[config.mk]
export PLATFORM = sky130hd
export DESIGN_NAME = sorted_priority_queue
export DESIGN_NICKNAME = d
export VERILOG_FILES = /design/src/rtl/spq_pkg.sv /design/src/rtl/spq_ctrl.sv /design/src/rtl/spq_datapath.sv /design/src/rtl/sorted_priority_queue.sv
export SDC_FILE = /design/constraint.sdc
export NUM_CORES = 1
export LEC_CHECK = 0
export BUFFER_PORTS_ARGS = -buffer_cell sky130_fd_sc_hd__buf_2
export CAP_MARGIN = 20
export CORE_MARGIN = 4
export CORE_UTILIZATION = 30
export DETAILED_ROUTE_END_ITERATION = 7
export PLACE_DENSITY_LB_ADDON = 0.1
export SLEW_MARGIN = 20
export SYNTH_ARGS = -nofsm -noshare
export SYNTH_HDL_FRONTEND = slang
export SYNTH_SLANG_ARGS = --single-unit
[constraint.sdc]
create_clock -name i_clk -period 6.45 [get_ports i_clk]
set_input_delay 0.9675 -clock i_clk [delete_from_list [all_inputs] [get_ports i_clk]]
set_output_delay 0.9675 -clock i_clk [all_outputs]
set_load 0.03 [all_outputs]
[src/rtl/spq_pkg.sv]
// Shared types and constants for the sorted priority queue.
// No dependencies; every other file in rtl/ imports this package.
package spq_pkg;

    localparam int SPQ_DEPTH = 16;

    typedef enum logic [0:0] {
        OP_ENQ = 1'b0,
        OP_DEQ = 1'b1
    } t_opcode;

    typedef enum logic [1:0] {
        ST_DONE  = 2'd0,
        ST_EMPTY = 2'd1,
        ST_FULL  = 2'd2
    } t_status;

    typedef struct packed {
        t_opcode            opcode;
        logic signed [31:0] value;
    } t_req;

    typedef struct packed {
        t_status            status;
        logic signed [31:0] removed_value;
        logic [4:0]         fill_count;
    } t_rsp;

    // Datapath operations issued by the controller
    typedef enum logic [2:0] {
        DP_NOP,
        DP_REJECT,
        DP_ENQ_FIRST,
        DP_SCAN_START,
        DP_SHIFT,
        DP_PLACE,
        DP_DEQ_READ,
        DP_DEQ_POP
    } t_dp_op;

    typedef struct packed {
        t_dp_op  op;
        t_status reject_status;
    } t_dp_cmd;

    typedef struct packed {
        logic empty;
        logic full;
        logic greater;
        logic idx_zero;
    } t_dp_sts;

endpackage

[src/rtl/spq_ctrl.sv]
// Controller state machine for the sorted priority queue.
// Depends on spq_pkg; drives commands into spq_datapath.
module spq_ctrl
    import spq_pkg::*;
(
    input  logic    i_clk,
    input  logic    i_rst_n,
    input  logic    i_start,
    input  t_opcode i_opcode,
    input  t_dp_sts i_sts,
    output t_dp_cmd o_cmd,
    output logic    o_busy
);

    typedef enum logic [1:0] {
        S_IDLE,
        S_ENQ_CMP,
        S_ENQ_PLACE,
        S_DEQ_POP
    } t_state;

    t_state r_state, n_state;
    logic   r_busy, n_busy;

    always_comb begin
        n_state           = r_state;
        o_cmd.op          = DP_NOP;
        o_cmd.reject_status = ST_DONE;
        case (r_state)
            S_IDLE: begin
                if (i_start && !r_busy) begin
                    if (i_opcode == OP_DEQ) begin
                        if (i_sts.empty) begin
                            o_cmd.op            = DP_REJECT;
                            o_cmd.reject_status = ST_EMPTY;
                        end else begin
                            o_cmd.op = DP_DEQ_READ;
                            n_state  = S_DEQ_POP;
                        end
                    end else begin
                        if (i_sts.full) begin
                            o_cmd.op            = DP_REJECT;
                            o_cmd.reject_status = ST_FULL;
                        end else if (i_sts.empty) begin
                            o_cmd.op = DP_ENQ_FIRST;
                        end else begin
                            o_cmd.op = DP_SCAN_START;
                            n_state  = S_ENQ_CMP;
                        end
                    end
                end
            end
            S_ENQ_CMP: begin
                // walk down from the tail, shifting larger keys up one slot
                if (i_sts.greater) begin
                    o_cmd.op = DP_SHIFT;
                    if (i_sts.idx_zero) begin
                        n_state = S_ENQ_PLACE;
                    end
                end else begin
                    o_cmd.op = DP_PLACE;
                    n_state  = S_IDLE;
                end
            end
            S_ENQ_PLACE: begin
                o_cmd.op = DP_PLACE;
                n_state  = S_IDLE;
            end
            S_DEQ_POP: begin
                o_cmd.op = DP_DEQ_POP;
                n_state  = S_IDLE;
            end
            default: begin
                n_state = S_IDLE;
            end
        endcase
        n_busy = (n_state != S_IDLE);
    end

    always_ff @(posedge i_clk) begin
        if (!i_rst_n) begin
            r_state <= S_IDLE;
            r_busy  <= 1'b0;
        end else begin
            r_state <= n_state;
            r_busy  <= n_busy;
        end
    end

    assign o_busy = r_busy;

endmodule

[src/rtl/spq_datapath.sv]
// Datapath of the sorted priority queue: key memory as a ring, head, count,
// scan index and result register. Depends on spq_pkg; driven by spq_ctrl.
module spq_datapath
    import spq_pkg::*;
#(
    parameter int DEPTH = SPQ_DEPTH
) (
    input  logic               i_clk,
    input  logic               i_rst_n,
    input  t_dp_cmd            i_cmd,
    input  logic signed [31:0] i_value,
    output t_dp_sts            o_sts,
    output logic               o_valid,
    output t_rsp               o_rsp
);

    localparam int AW = $clog2(DEPTH);
    localparam int CW = $clog2(DEPTH + 1);

    logic signed [31:0] r_mem [DEPTH];
    logic signed [31:0] r_rd_data;

    logic signed [31:0] r_key, n_key;
    logic [AW-1:0]      r_idx, n_idx;
    logic [AW-1:0]      r_head, n_head;
    logic [CW-1:0]      r_count, n_count;
    logic               r_valid, n_valid;
    t_rsp               r_rsp, n_rsp;

    logic               mem_we;
    logic [AW-1:0]      mem_waddr;
    logic signed [31:0] mem_wdata;
    logic               mem_re;
    logic [AW-1:0]      mem_raddr;

    // Map a position in sorted order to its slot in the ring.
    function automatic logic [AW-1:0] phys(input logic [AW-1:0] head,
                                           input logic [AW-1:0] pos);
        logic [AW:0] s;
        s = {1'b0, head} + {1'b0, pos};
        if (s >= (AW+1)'(DEPTH)) begin
            s = s - (AW+1)'(DEPTH);
        end
        return s[AW-1:0];
    endfunction

    always_comb begin
        n_key     = r_key;
        n_idx     = r_idx;
        n_head    = r_head;
        n_count   = r_count;
        n_valid   = 1'b0;
        n_rsp     = r_rsp;
        mem_we    = 1'b0;
        mem_waddr = '0;
        mem_wdata = r_key;
        mem_re    = 1'b0;
        mem_raddr = '0;
        case (i_cmd.op)
            DP_REJECT: begin
                n_valid             = 1'b1;
                n_rsp.status        = i_cmd.reject_status;
                n_rsp.removed_value = '0;
                n_rsp.fill_count    = 5'(r_count);
            end
            DP_ENQ_FIRST: begin
                mem_we              = 1'b1;
                mem_waddr           = r_head;
                mem_wdata           = i_value;
                n_count             = r_count + CW'(1);
                n_valid             = 1'b1;
                n_rsp.status        = ST_DONE;
                n_rsp.removed_value = '0;
                n_rsp.fill_count    = 5'(n_count);
            end
            DP_SCAN_START: begin
                n_key     = i_value;
                n_idx     = AW'(r_count - CW'(1));
                mem_re    = 1'b1;
                mem_raddr = phys(r_head, n_idx);
            end
            DP_SHIFT: begin
                // move the larger key up; at index zero the decrement wraps so
                // that the following place lands on position zero
                mem_we    = 1'b1;
                mem_waddr = phys(r_head, AW'(r_idx + AW'(1)));
                mem_wdata = r_rd_data;
                n_idx     = r_idx - AW'(1);
                mem_re    = 1'b1;
                mem_raddr = phys(r_head, n_idx);
            end
            DP_PLACE: begin
                mem_we              = 1'b1;
                mem_waddr           = phys(r_head, AW'(r_idx + AW'(1)));
                mem_wdata           = r_key;
                n_count             = r_count + CW'(1);
                n_valid             = 1'b1;
                n_rsp.status        = ST_DONE;
                n_rsp.removed_value = '0;
                n_rsp.fill_count    = 5'(n_count);
            end
            DP_DEQ_READ: begin
                mem_re    = 1'b1;
                mem_raddr = r_head;
            end
            DP_DEQ_POP: begin
                n_head              = (r_head == AW'(DEPTH - 1)) ? '0 : r_head + AW'(1);
                n_count             = r_count - CW'(1);
                n_valid             = 1'b1;
                n_rsp.status        = ST_DONE;
                n_rsp.removed_value = r_rd_data;
                n_rsp.fill_count    = 5'(n_count);
            end
            default: begin
            end
        endcase
    end

    always_ff @(posedge i_clk) begin
        if (mem_we) begin
            r_mem[mem_waddr] <= mem_wdata;
        end
        if (mem_re) begin
            r_rd_data <= r_mem[mem_raddr];
        end
    end

    always_ff @(posedge i_clk) begin
        if (!i_rst_n) begin
            r_head  <= '0;
            r_count <= '0;
            r_valid <= 1'b0;
        end else begin
            r_head  <= n_head;
            r_count <= n_count;
            r_valid <= n_valid;
        end
        r_key <= n_key;
        r_idx <= n_idx;
        r_rsp <= n_rsp;
    end

    assign o_sts.empty    = (r_count == '0);
    assign o_sts.full     = (r_count == CW'(DEPTH));
    assign o_sts.greater  = (r_rd_data > r_key);
    assign o_sts.idx_zero = (r_idx == '0);
    assign o_valid        = r_valid;
    assign o_rsp          = r_rsp;

    a_count_bound: assert property (@(posedge i_clk) disable iff (!i_rst_n)
        r_count <= CW'(DEPTH))
        else $error("entry count above depth");

    a_head_bound: assert property (@(posedge i_clk) disable iff (!i_rst_n)
        r_head <= AW'(DEPTH - 1))
        else $error("head pointer out of range");

    a_pop_decrements: assert property (@(posedge i_clk) disable iff (!i_rst_n)
        i_cmd.op == DP_DEQ_POP |=> r_count == $past(r_count) - CW'(1))
        else $error("dequeue did not drop the count");

    a_empty_reply: assert property (@(posedge i_clk) disable iff (!i_rst_n)
        r_valid && r_rsp.status == ST_EMPTY |->
            r_rsp.removed_value == '0 && r_rsp.fill_count == 5'd0)
        else $error("empty reject carries data");

    a_full_reply: assert property (@(posedge i_clk) disable iff (!i_rst_n)
        r_valid && r_rsp.status == ST_FULL |-> r_rsp.fill_count == 5'(DEPTH))
        else $error("full reject with wrong count");

endmodule

[src/rtl/sorted_priority_queue.sv]
// Sorted minimum priority queue, top level: one request per start pulse, one
// response strobed on o_valid for a single cycle; the receiver cannot stall it.
// Rejects (dequeue on empty, enqueue on full) and an enqueue into an empty
// queue are done in the idle state; a dequeue reads the head, then pops it; an
// enqueue shifts up every stored key greater than the new key, because the key
// memory has one read and one write port and the insert walks down from the
// tail one entry per cycle. The response appears in the cycle after the last
// command. Busy is registered: it rises once a longer request is accepted and
// falls as the response appears, so a new request may be accepted in that cycle.
// Depends on spq_pkg, spq_ctrl and spq_datapath.
module sorted_priority_queue
    import spq_pkg::*;
#(
    parameter int DEPTH = SPQ_DEPTH
) (
    input  logic i_clk,
    input  logic i_rst_n,
    input  logic start,
    input  t_req i_req,
    output logic busy,
    output logic o_valid,
    output t_rsp o_rsp
);

    t_dp_cmd cmd;
    t_dp_sts sts;

    spq_ctrl u_ctrl (
        .i_clk    (i_clk),
        .i_rst_n  (i_rst_n),
        .i_start  (start),
        .i_opcode (i_req.opcode),
        .i_sts    (sts),
        .o_cmd    (cmd),
        .o_busy   (busy)
    );

    spq_datapath #(
        .DEPTH (DEPTH)
    ) u_datapath (
        .i_clk   (i_clk),
        .i_rst_n (i_rst_n),
        .i_cmd   (cmd),
        .i_value (i_req.value),
        .o_sts   (sts),
        .o_valid (o_valid),
        .o_rsp   (o_rsp)
    );

endmodule
==> results.toml <==
[status]
status = "finished, final reports clean"

[critical_path]
cp-start-kind = "flip-flop"
worst-path-buf-inv = 4
endpoint_kind = "flip-flop"
crit_fanout = 23
critical-path-top-delay-family = "compound AO/OA/AOI/OAI gates"
crit_type = "reg2reg"
max_stage_delay_ps = 560
worst_ep_required_time_ps = 6850
path_cells = "ha_1, nand4_2, nor3_1, a221oi_2, nand2_1, or3_1, a21oi_4, nor2_1, a21oi_1, ha_1, inv_1, fa_1, or3_1, a2bb2o_1, nor3b_2, buf_12, buf_12, buf_12, mux2i_1, a221o_1, a22oi_1"
cp_slowest_cell = "fa_1"
cp.arrival_ps = 6560
cpMostUsedCell = "buf_12"

[timing]
fin_skew_ps = 17.4
setup_tns_ps = 0
max_slew_margin = 0.271
period_share = 0.954
maxSlewViolCount = 0
grt_setup_unrepaired = "false"
fin_crit_ps = 6160
fmax_mhz = 162
setup_viol = 0
hold_viol_final = 0
worstMarginPinSlew_ps = 1090

[routing]
first_iter_violations = 1091
ant_nets = 0
drcViolationCount = 0
vias = 14800
drt_pass1_iterations = 5
vias_per_cell = 4.96
wire_per_inst_um = 25.2
wl_mm = 75.3

[floorplan]
die_y_um = 306
coreArea_um2 = 88200
start_util = 0.302
die_w_um = 306
ioPinCount = 77
rows = 109
die_area_um2 = 93700

[yosys]
synth.cell_area_um2 = 26700
avgSynthCellArea_um2 = 16.1
ys_async_sr_fraction = 0
synth_ff_type = "edfxtp_1"
synth_edf_count = 619
ys_warn_count = 0
syn_inst = 1652
syn-num-nets = 1733
ys_seq_area_frac = 0.707
ys_types = 62
ys_ff_latch = 632

[placed_design]
port_buffers = 76
dpl.hpwl_mm = 46.7
gp_congestion = 0.764

[layout]
multi_input_area_um2 = 7300
regArea_um2 = 18800
layout-drive-gt1-share = 0.153
antenna_cells = 0
syn_to_final_growth_pct = 16.8
n_fill_cell = 8383
finalNetCount = 1846

[clock_network]
clk_pin_slew_ps = 70
cts_made_buffers = 71
clockBufferDepth = 3
clkLatencyLatePin_ps = 600
cts_hold_buf = 0
cts_tree = "yes"
cts-htree-levels = 3
cts_setup_buffers = 0
ctsRootBufferMaster = "clkbuf_16"
cts_sinks = 632
post_cts_resized = 0

[power]
power-per-cell-area_nw_per_um2 = 421
peakVddDrop_mv = 0.216
p_leak_nw = 12.2
p_total_mw = 13.1

[job]
drv_cap = 0

[global_route]
grt_pass1_vias = 14900
grt_antenna_before_repair = 0
grt_first_pass_wirelength_mm = 108
grt-ovfl-total = 0
grt_start_max_net_pins = 55
grt_use_total = 0.158

[hold_path]
worstHoldPathType = "in2reg"
stage by stage:
step,instances,utilization,hold WS [ps],setup slack [ps],area (um^2)
5_1_grt,2987,0.353,542,8.11,31100
3_5_place_dp,2857,0.326,643,332,28800
6_report,2987,0.353,566,294,31100
2_1_floorplan,1652,-,562,1030,26700
4_1_cts,2987,0.353,515,315,31100
3_3_place_gp,2857,0.326,632,453,28800
per-layer routing:
metal,track usage,part of all wire,wire [um]
met5,0,0,0
met4,0.0437,0.021,1580
met3,0.0220,0.041,3100
met2,0.251,0.46,34400
met1,0.227,0.48,36200
worst register-to-register path, cell delays in order, from the launching register on:
cell and delay [ps]:
edfxtp_1 430, ha_1 480, nand4_2 230, nor3_1 90, a221oi_2 410, nand2_1 210
or3_1 450, a21oi_4 400, nor2_1 80, a21oi_1 170, ha_1 210, inv_1 60
fa_1 560, or3_1 130, a2bb2o_1 290, nor3b_2 300, buf_12 220, buf_12 220
buf_12 260, mux2i_1 110, a221o_1 350, a22oi_1 280
layout by cell type (no fill, tap or decap), types with 4 or more instances in the layout:
master | netlist | layout
clkinv_1 | 0 | 14
nor2_4 | 0 | 18
or3_1 | 5 | 4
and3_1 | 35 | 35
a21oi_1 | 27 | 26
and2_1 | 11 | 10
dfxtp_1 | 13 | 13
bufinv_16 | 0 | 8
nand2b_1 | 5 | 5
o21ai_0 | 17 | 16
a22oi_1 | 36 | 36
clkbuf_1 | 42 | 17
ha_1 | 43 | 43
a221o_1 | 64 | 64
xnor2_1 | 10 | 10
nor3_1 | 38 | 36
buf_2 | 17 | 76
clkbuf_16 | 0 | 75
nand4_1 | 8 | 8
a21o_1 | 4 | 4
mux2i_1 | 322 | 322
buf_4 | 15 | 43
nand2_1 | 127 | 125
nor2b_1 | 5 | 5
edfxtp_1 | 619 | 619
a32oi_1 | 32 | 32
clkinv_2 | 0 | 10
buf_12 | 0 | 16
inv_1 | 44 | 43
nor2_1 | 33 | 15
xor2_1 | 7 | 7
nor3b_1 | 5 | 4
flip-flops by register name, indices dropped and copies added (netlist names):
signal / cells
u_datapath.o_rsp: 39
u_datapath.r_head: 4
u_datapath.r_key: 32
u_datapath.o_valid: 1
u_datapath.r_idx: 4
u_datapath.r_rd_data: 32
u_ctrl.o_busy: 1
u_ctrl.r_state: 2
u_datapath.r_count: 5
u_datapath.r_mem: 512
kinds of logic after synthesis:
group | after synthesis | share of synthesized area
AND/OR/NAND/NOR | 286 | 0.0524
flip-flops | 632 | 0.707
buffers and inverters | 139 | 0.0273
XOR/XNOR | 17 | 0.00558
AO/OA/AOI/OAI | 210 | 0.0650
adder cells (fa/ha/maj) | 45 | 0.0217
multiplexers | 323 | 0.121
area by class of cell:
type,instances,share of cell area
clock inverters,37,0.0129
well taps,1165,0.0468
clock buffers,93,0.0627
multi-input cells,881,0.234
repair buffers,135,0.0329
flip-flops and latches,632,0.605
inverters,44,0.00530
final timing paths:
path,to,cells past startpoint,slack (ps),from
worst max-delay path,u_datapath.r_rd_data[9],21,290,u_datapath.r_rd_data[31]
worst min-delay path,u_datapath.r_key[4],1,570,i_req[4]
worst max register to register,u_datapath.r_rd_data[9],21,290,u_datapath.r_rd_data[31]
worst min register to register,u_datapath.o_rsp[24],1,660,u_datapath.r_rd_data[19]
cells in the mapped netlist (5+ instances only):
master    number  area share
edfxtp_1     619        0.70
mux2i_1      322        0.12
nand2_1      127       0.018
a221o_1       64       0.024
inv_1         44      0.0062
ha_1          43       0.020
clkbuf_1      42      0.0059
nor3_1        38      0.0071
a22oi_1       36       0.010
and3_1        35      0.0082
nor2_1        33      0.0046
a32oi_1       32       0.011
a21oi_1       27      0.0051
buf_2         17      0.0032
buf_6         17      0.0072
o21ai_0       17      0.0032
buf_4         15      0.0042
dfxtp_1       13      0.0098
and2_1        11      0.0026
xnor2_1       10      0.0033
nand4_1        8      0.0019
xor2_1         7      0.0023
nand2b_1       5      0.0012
nor2b_1        5      0.0012
nor3b_1        5      0.0014
or3_1          5      0.0012
power by group:
part	switching, mW	total [mW]	internal (mW)
clock	1.65	4.11	2.46
sequential	0.157	5.48	5.32
combinational	2.34	3.52	1.17
total	4.15	13.1	8.96
(Power assumes the default switching activity.)
